File: config.mk
export PLATFORM = sky130hd
export DESIGN_NAME = preemptive_priority_scheduler
export DESIGN_NICKNAME = d
export VERILOG_FILES = /design/src/hdl/ppsched_pkg.sv /design/src/hdl/ppsched_ram.sv /design/src/hdl/preemptive_priority_scheduler.sv
export SDC_FILE = /design/constraint.sdc
export NUM_CORES = 2
export LEC_CHECK = 0
export ABC_AREA = 1
export BUFFER_PORTS_ARGS = -buffer_cell sky130_fd_sc_hd__buf_2
export CORE_ASPECT_RATIO = 0.9
export CORE_MARGIN = 2
export CORE_UTILIZATION = 55
export DETAILED_ROUTE_END_ITERATION = 10
export PLACE_DENSITY = 0.71
export SYNTH_ARGS = -nofsm -noshare
export SYNTH_HDL_FRONTEND = slang
export SYNTH_SLANG_ARGS = --single-unit
export TNS_END_PERCENT = 50
File: constraint.sdc
create_clock -name clk -period 35.5 [get_ports clk]
set_clock_uncertainty 0.05 [all_clocks]
set_input_delay 7.1 -clock clk [delete_from_list [all_inputs] [get_ports clk]]
set_output_delay 7.1 -clock clk [all_outputs]
set_load 0.02 [all_outputs]
File: src/hdl/ppsched_pkg.sv
package ppsched_pkg;

  // Defaults for the top-level parameters
  localparam int SLOTS_DEF     = 16;
  localparam int TIME_BITS_DEF = 32;

  // Fixed field widths
  localparam int ID_W       = 8;
  localparam int PRIO_W     = 8;
  localparam int BURST_W    = 16;
  localparam int STATUS_W   = 3;
  localparam int OUT_TIME_W = 32;

  // Stream widths
  localparam int IN_DATA_W  = ID_W + PRIO_W + BURST_W;
  localparam int OUT_DATA_W = ID_W + 5 * OUT_TIME_W;

  // Request kinds carried on s_tuser
  localparam logic CMD_ARRIVE = 1'b0;
  localparam logic CMD_TICK   = 1'b1;

  typedef enum logic [STATUS_W-1:0] {
    ST_ACCEPTED   = 3'd0,
    ST_FULL       = 3'd1,
    ST_ZERO_BURST = 3'd2,
    ST_IDLE_TICK  = 3'd3,
    ST_RAN        = 3'd4,
    ST_FINISHED   = 3'd5
  } status_t;

  typedef enum logic [2:0] {
    S_IDLE,
    S_SCAN,
    S_DRAIN,
    S_UPD,
    S_EMIT
  } fsm_t;

endpackage

File: src/hdl/ppsched_ram.sv
module ppsched_ram #(
  parameter int WIDTH = 8,
  parameter int DEPTH = 16
) (
  input  logic                     clk,
  input  logic                     we,
  input  logic [$clog2(DEPTH)-1:0] waddr,
  input  logic [WIDTH-1:0]         wdata,
  input  logic [$clog2(DEPTH)-1:0] raddr,
  output logic [WIDTH-1:0]         rdata
);

  logic [WIDTH-1:0] mem [DEPTH];

  always_ff @(posedge clk) begin
    if (we) begin
      mem[waddr] <= wdata;
    end
    rdata <= mem[raddr];
  end

endmodule

File: src/hdl/preemptive_priority_scheduler.sv
// Tick-driven preemptive priority scheduler over SLOTS job slots. Each request
// on the slave stream is either an arrival (s_tuser = 0), which stores the job
// in the lowest free slot stamped with the current time, or a tick
// (s_tuser = 1), which runs the ready job with the smallest priority number
// for one time unit (ties: earlier arrival, then lower slot) and advances the
// time counter, wrapping modulo 2^TIME_BITS. Every request yields exactly one
// result on the master stream; its status code sits on m_tuser, and the
// timing figures are non-zero only when a job finishes. Arrivals with a zero
// burst are rejected and not stored, arrivals to a full table are dropped.
// A zero-burst arrival skips the slot scan and goes straight to the update
// and emit states; every other request first runs the slot scan, which
// reads one slot record a cycle from the slot RAM through one shared
// priority/age comparator, then drains the last read, updates and emits.
// A result held back by m_tready holds the sequencer in the emit state.
// s_tready is low while a request is in work; a finished result may wait in
// the output register while the next request is already taken.
module preemptive_priority_scheduler
  import ppsched_pkg::*;
#(
  parameter int SLOTS     = SLOTS_DEF,
  parameter int TIME_BITS = TIME_BITS_DEF
) (
  input  logic                  clk,
  input  logic                  rst,
  input  logic                  s_tvalid,
  output logic                  s_tready,
  input  logic [IN_DATA_W-1:0]  s_tdata,   // job_id[7:0], job_priority[15:8], job_burst[31:16]
  input  logic                  s_tuser,   // cmd: 0 arrival, 1 tick
  output logic                  m_tvalid,
  input  logic                  m_tready,
  output logic [OUT_DATA_W-1:0] m_tdata,   // run_id[7:0], start_at[39:8], finish_at[71:40],
                                           // response[103:72], turnaround[135:104],
                                           // waiting[167:136]
  output logic [STATUS_W-1:0]   m_tuser    // status
);

  localparam int IDX_W = $clog2(SLOTS);
  localparam int EXT_W = (TIME_BITS > OUT_TIME_W) ? TIME_BITS : OUT_TIME_W;

  // One slot record as held in the slot RAM
  typedef struct packed {
    logic [ID_W-1:0]      job;
    logic [PRIO_W-1:0]    prio;
    logic [BURST_W-1:0]   burst;
    logic [BURST_W-1:0]   left;
    logic [TIME_BITS-1:0] arrival;
    logic [TIME_BITS-1:0] start;
  } slot_rec_t;

  fsm_t state, state_next;

  // Request latched at acceptance
  logic               req_cmd;
  logic [ID_W-1:0]    req_id;
  logic [PRIO_W-1:0]  req_prio;
  logic [BURST_W-1:0] req_burst;

  // Per-slot flags in flops, cleared by reset
  logic [SLOTS-1:0] slot_valid;
  logic [SLOTS-1:0] slot_started;

  logic [TIME_BITS-1:0] now;

  // Scan sequencer: address issue and the slot whose data is on the RAM port
  logic [IDX_W-1:0] scan_idx;
  logic [IDX_W-1:0] chk_idx;
  logic             chk_live;

  // Best candidate so far (free slot for an arrival, ready job for a tick)
  logic                 found;
  logic [IDX_W-1:0]     best_idx;
  logic [ID_W-1:0]      best_job;
  logic [PRIO_W-1:0]    best_prio;
  logic [BURST_W-1:0]   best_burst;
  logic [BURST_W-1:0]   best_left;
  logic [TIME_BITS-1:0] best_arr;
  logic [TIME_BITS-1:0] best_start;
  logic [TIME_BITS-1:0] best_age;

  // Result held between update and emit
  status_t              res_status;
  logic [ID_W-1:0]      res_id;
  logic [TIME_BITS-1:0] res_st;
  logic [TIME_BITS-1:0] res_fin;
  logic [TIME_BITS-1:0] res_resp;
  logic [TIME_BITS-1:0] res_tat;
  logic [BURST_W-1:0]   res_burst;

  // RAM port
  logic         ram_we;
  logic [IDX_W-1:0] ram_waddr;
  slot_rec_t    ram_wdata;
  slot_rec_t    ram_rdata;

  // Shared comparator
  logic [TIME_BITS-1:0] rd_age;
  logic                 rd_better;
  logic                 cand_take;

  // Update-step values
  logic                 upd_first;
  logic [TIME_BITS-1:0] upd_st;
  logic [BURST_W-1:0]   upd_left;
  logic                 upd_done;

  // Output field extension to the fixed 32-bit result fields
  logic [EXT_W-1:0] ext_st, ext_fin, ext_resp, ext_tat, ext_wt;
  logic             out_free;

  ppsched_ram #(
    .WIDTH ($bits(slot_rec_t)),
    .DEPTH (SLOTS)
  ) u_ram (
    .clk   (clk),
    .we    (ram_we),
    .waddr (ram_waddr),
    .wdata (ram_wdata),
    .raddr (scan_idx),
    .rdata (ram_rdata)
  );

  // --------------------------------------------------------------------------
  // Shared comparator: judges the slot now on the RAM read port
  // --------------------------------------------------------------------------
  always_comb begin
    rd_age    = now - ram_rdata.arrival;
    rd_better = !found ||
                (ram_rdata.prio < best_prio) ||
                ((ram_rdata.prio == best_prio) && (rd_age > best_age));
    if (req_cmd == CMD_TICK) begin
      cand_take = chk_live && slot_valid[chk_idx] && rd_better;
    end else begin
      // arrival: first free slot in index order
      cand_take = chk_live && !slot_valid[chk_idx] && !found;
    end
  end

  // --------------------------------------------------------------------------
  // Update-step values for the chosen job
  // --------------------------------------------------------------------------
  always_comb begin
    upd_first = !slot_started[best_idx];
    upd_st    = upd_first ? now : best_start;
    upd_left  = best_left - 1'b1;
    upd_done  = (best_left == BURST_W'(1));
  end

  assign out_free = !m_tvalid || m_tready;
  assign s_tready = (state == S_IDLE);

  // --------------------------------------------------------------------------
  // Sequencer
  // --------------------------------------------------------------------------
  always_ff @(posedge clk) begin
    if (rst) begin
      state <= S_IDLE;
    end else begin
      state <= state_next;
    end
  end

  always_comb begin
    state_next = state;
    ram_we     = 1'b0;
    ram_waddr  = best_idx;
    ram_wdata  = '0;
    unique case (state)
      S_IDLE: begin
        if (s_tvalid) begin
          if (s_tuser == CMD_ARRIVE && s_tdata[IN_DATA_W-1 -: BURST_W] == '0) begin
            state_next = S_UPD;
          end else begin
            state_next = S_SCAN;
          end
        end
      end
      S_SCAN: begin
        if (scan_idx == IDX_W'(SLOTS - 1)) begin
          state_next = S_DRAIN;
        end
      end
      S_DRAIN: begin
        state_next = S_UPD;
      end
      S_UPD: begin
        state_next = S_EMIT;
        if (req_cmd == CMD_ARRIVE) begin
          if (req_burst != '0 && found) begin
            ram_we            = 1'b1;
            ram_wdata.job     = req_id;
            ram_wdata.prio    = req_prio;
            ram_wdata.burst   = req_burst;
            ram_wdata.left    = req_burst;
            ram_wdata.arrival = now;
            ram_wdata.start   = '0;
          end
        end else if (found) begin
          ram_we            = 1'b1;
          ram_wdata.job     = best_job;
          ram_wdata.prio    = best_prio;
          ram_wdata.burst   = best_burst;
          ram_wdata.left    = upd_left;
          ram_wdata.arrival = best_arr;
          ram_wdata.start   = upd_st;
        end
      end
      S_EMIT: begin
        if (out_free) begin
          state_next = S_IDLE;
        end
      end
      default: state_next = S_IDLE;
    endcase
  end

  // --------------------------------------------------------------------------
  // Control state: flags, time, scan counter, output valid
  // --------------------------------------------------------------------------
  always_ff @(posedge clk) begin
    if (rst) begin
      slot_valid   <= '0;
      slot_started <= '0;
      now          <= '0;
      scan_idx     <= '0;
      chk_live     <= 1'b0;
      found        <= 1'b0;
      m_tvalid     <= 1'b0;
    end else begin
      chk_live <= (state == S_SCAN);
      if (state == S_IDLE) begin
        scan_idx <= '0;
        found    <= 1'b0;
      end else if (state == S_SCAN && scan_idx != IDX_W'(SLOTS - 1)) begin
        scan_idx <= scan_idx + 1'b1;
      end
      if (cand_take) begin
        found <= 1'b1;
      end
      if (state == S_UPD) begin
        if (req_cmd == CMD_ARRIVE) begin
          if (req_burst != '0 && found) begin
            slot_valid[best_idx]   <= 1'b1;
            slot_started[best_idx] <= 1'b0;
          end
        end else begin
          now <= now + 1'b1;
          if (found) begin
            slot_valid[best_idx]   <= !upd_done;
            slot_started[best_idx] <= !upd_done;
          end
        end
      end
      if (state == S_EMIT && out_free) begin
        m_tvalid <= 1'b1;
      end else if (m_tready) begin
        m_tvalid <= 1'b0;
      end
    end
  end

  // --------------------------------------------------------------------------
  // Datapath registers
  // --------------------------------------------------------------------------
  always_ff @(posedge clk) begin
    if (state == S_IDLE && s_tvalid) begin
      req_cmd   <= s_tuser;
      req_id    <= s_tdata[ID_W-1:0];
      req_prio  <= s_tdata[ID_W +: PRIO_W];
      req_burst <= s_tdata[IN_DATA_W-1 -: BURST_W];
    end
    chk_idx <= scan_idx;
    if (cand_take) begin
      best_idx   <= chk_idx;
      best_job   <= ram_rdata.job;
      best_prio  <= ram_rdata.prio;
      best_burst <= ram_rdata.burst;
      best_left  <= ram_rdata.left;
      best_arr   <= ram_rdata.arrival;
      best_start <= ram_rdata.start;
      best_age   <= rd_age;
    end
    if (state == S_UPD) begin
      res_burst <= best_burst;
      res_st    <= upd_st;
      res_fin   <= now + 1'b1;
      res_resp  <= upd_st - best_arr;
      res_tat   <= best_age + 1'b1;
      if (req_cmd == CMD_ARRIVE) begin
        res_id <= req_id;
        if (req_burst == '0) begin
          res_status <= ST_ZERO_BURST;
        end else if (!found) begin
          res_status <= ST_FULL;
        end else begin
          res_status <= ST_ACCEPTED;
        end
      end else if (!found) begin
        res_id     <= '0;
        res_status <= ST_IDLE_TICK;
      end else begin
        res_id     <= best_job;
        res_status <= upd_done ? ST_FINISHED : ST_RAN;
      end
    end
  end

  // Timing figures only for a finished job; waiting formed on the way out
  always_comb begin
    ext_st   = '0;
    ext_fin  = '0;
    ext_resp = '0;
    ext_tat  = '0;
    ext_wt   = '0;
    if (res_status == ST_FINISHED) begin
      ext_st   = EXT_W'(res_st);
      ext_fin  = EXT_W'(res_fin);
      ext_resp = EXT_W'(res_resp);
      ext_tat  = EXT_W'(res_tat);
      ext_wt   = EXT_W'(TIME_BITS'(res_tat - TIME_BITS'(res_burst)));
    end
  end

  always_ff @(posedge clk) begin
    if (state == S_EMIT && out_free) begin
      m_tuser <= res_status;
      m_tdata <= {ext_wt[OUT_TIME_W-1:0], ext_tat[OUT_TIME_W-1:0],
                  ext_resp[OUT_TIME_W-1:0], ext_fin[OUT_TIME_W-1:0],
                  ext_st[OUT_TIME_W-1:0], res_id};
    end
  end

endmodule

==> flow_summary.json <==
{
  "finalSetupTns_ps": 0,
  "synthCells": 7946,
  "cts.sinks": 2489,
  "placed_cell_area_mm2": 0.105,
  "root_buffer": "clkbuf_16",
  "syn_avg_cell_area_um2": 12.7,
  "core_area_mm2": 0.183,
  "yosysWarnings": 0,
  "utilization_pct": 61.5,
  "drive_gt1_share_pct": 9.44,
  "synth_edf_count": 2299,
  "clk_pin_slew_ps": 60,
  "grt_pass1_wl_um": 392000,
  "synth_nets": 8109,
  "dp_hpwl_um": 152000,
  "cp.depth": 6,
  "grt_max_degree": 243,
  "worst_pin_slew_ps": 1450,
  "whs_ps": 347,
  "firstDrtPassIters": 6,
  "power.density_mw_per_mm2": 53.4,
  "hold_class": "flop to flop",
  "die_x_um": 456,
  "status": "complete, no violations",
  "drtIter0Drc": 8643,
  "grt_pass1_vias": 61825,
  "end_kind": "flop",
  "crit_chain": "buf_2 > nor2_1 > nor4_2 > buf_4 > buf_4 > buf_4",
  "synth_area_mm2": 0.101,
  "synth_compound_area_share_pct": 9.47,
  "p_total_uw": 6020,
  "leakagePower_uw": 0.0357,
  "cp_data_arrival_time_ps": 9610,
  "slowest_delay_ps": 840,
  "clk_path_buf_depth": 3,
  "crit_family": "buffers and inverters",
  "fin_crit_sh_pct": 25.8,
  "synthAdderAreaFrac_pct": 1.58,
  "synth_seq_cells": 2489,
  "setup_viol": 0,
  "cp_num_buf_inv": 4,
  "syn2layout_area_growth_pct": 11.2,
  "yosys-mux-area-fraction_pct": 1.75,
  "clk_latency_ps": 890,
  "cp_common_cell": "buf_4",
  "synth_top_family_by_area": "simple AND/OR/NAND/NOR gates",
  "final_antenna_net_count": 0,
  "gr-total-overflow": 0,
  "fin_nets": 8257,
  "die_area_mm2": 0.188,
  "yosys.area_share.simple_pct": 10.4,
  "setup.worst_path.start_class": "input port",
  "synthXorXnorAreaFrac_pct": 0.908,
  "initial_utilization_pct": 55.3,
  "critical_path_peak_fanout": 81,
  "die_y_um": 411,
  "maxCapViolCount": 0,
  "num_vias": 65067,
  "slew_headroom_pct": 3.28,
  "crit_slowest_cell": "buf_4",
  "gp_congestion": 0.934,
  "rsz0062_at_grt": "no",
  "drt_wl_total_um": 268000,
  "max_freq_mhz": 109,
  "grtUsageTotal_pct": 28.1,
  "async_reset_ff_share_pct": 0,
  "cts_buffers": 234,
  "drc_errors": 0,
  "synth.distinct_cells": 52,
  "ys_seq_area_share_pct": 71.9,
  "design_area_mm2": 0.113,
  "worstPathRequired_ps": 35940,
  "peakVddDrop_v": 0.0000610,
  "synthFlopType": "edfxtp_1",
  "timing.final.hold_violations": 0,
  "port_buffers": 209,
  "ff2ff_path_depth": 21,
  "cts_setup_buffers": 0,
  "antenna_found_initial": 9,
  "hold_path_depth": 0,
  "final_common_cell": "edfxtp_1",
  "min_period_ps": 9170,
  "cts_tree": "yes",
  "rows": 149,
  "layout_common_cells": "2299 x edfxtp_1, 1392 x nor2_1, 715 x nand2_1, 620 x o21ai_0, 540 x inv_1",
  "ctsHoldBuffers": 0,
  "criticalPathCategory": "input port to flop",
  "io_pins": 210,
  "htree_levels": 4,
  "routed_via_density": 6.07,
  "cts-resized-gates": 0,
  "drv_slew": 0,
  "wl_per_cell_um": 25.0
}
through the flow:
step	instances	worst slack (ps)
after global placement	10274	25550
after detailed placement	10274	25450
after floorplan	7946	11060
final	10727	26330
after global routing	10724	26140
after CTS	10723	26340
Yosys cell counts (22+ instances only):
master	number	share of area, %
a21oi_1	239	1.2
buf_2	104	0.51
buf_4	22	0.16
buf_6	30	0.33
clkbuf_1	240	0.89
dfxtp_1	190	3.8
edfxtp_1	2299	68
ha_1	123	1.5
inv_1	544	2.0
mux2i_1	177	1.7
nand2_1	715	2.6
nand3_1	294	1.5
nand4_1	46	0.28
nor2_1	1411	5.2
nor3_1	38	0.19
o211ai_1	54	0.40
o21ai_0	621	3.1
o21ai_1	46	0.23
o221ai_1	177	1.5
o22ai_1	32	0.20
o32ai_1	271	2.3
xor2_1	94	0.81
per-layer routing:
layer  share of wire [%]  GRT usage [%]  vias to the layer above  wire [µm]
li1                    -              -                    29216          -
met4                 3.6           10.0                        4       9670
met3                  11           7.18                      563      28900
met2                  46           43.6                     3424     122000
met5              0.0075              0                        -         20
met1                  40           38.6                    31860     107000
area by class of cell:
| class | instances | area, µm² |
|---|---|---|
| Antenna cell | 4 | 10.0 |
| Clock buffer | 323 | 6520 |
| Clock inverter | 126 | 1580 |
| Fill cell | 13625 | 70400 |
| Inverter | 555 | 2110 |
| Multi-Input combinational cell | 4489 | 24500 |
| Sequential cell | 2489 | 72900 |
| Tap cell | 2416 | 3020 |
| Timing Repair Buffer | 325 | 2020 |
report_power, final:
part,leakage [µW],total (µW),switching [µW],internal (µW)
logic,0.0124,214,155,59.1
clock network,0.00393,2600,1110,1500
registers,0.0194,3200,14.3,3190
total,0.0357,6020,1270,4740
flip-flops by register name, summed over array words and instances (netlist names), 32 cells and up:
name and cells:
best_age 32, best_arr 32, best_start 32, m_tdata 168, now 32, res_fin 32, res_resp 32, res_st 32
res_tat 32, u_ram.mem 1792, u_ram.rdata 112
worst paths after layout:
path	from	endpoint	slack (ps)
max	m_tready	m_tdata[135]	26330
min	u_ram.rdata[108]	best_job[4]	350
max reg2reg	u_ram.rdata[43]	best_age[3]	28250
min reg2reg	u_ram.rdata[108]	best_job[4]	350
cell families (layout without fill, tap and decap cells):
logic type	after synthesis	count (layout)
buffers and inverters	968	1329
AOI/OAI and AO/OA	1509	1509
DFF	2489	2489
adders and majority gates	126	126
xor gates and xnor gates	105	105
muxes	177	177
and+or+nand+nor	2572	2572
other	0	4
Note: power is estimated with default switching activity, not from simulation.
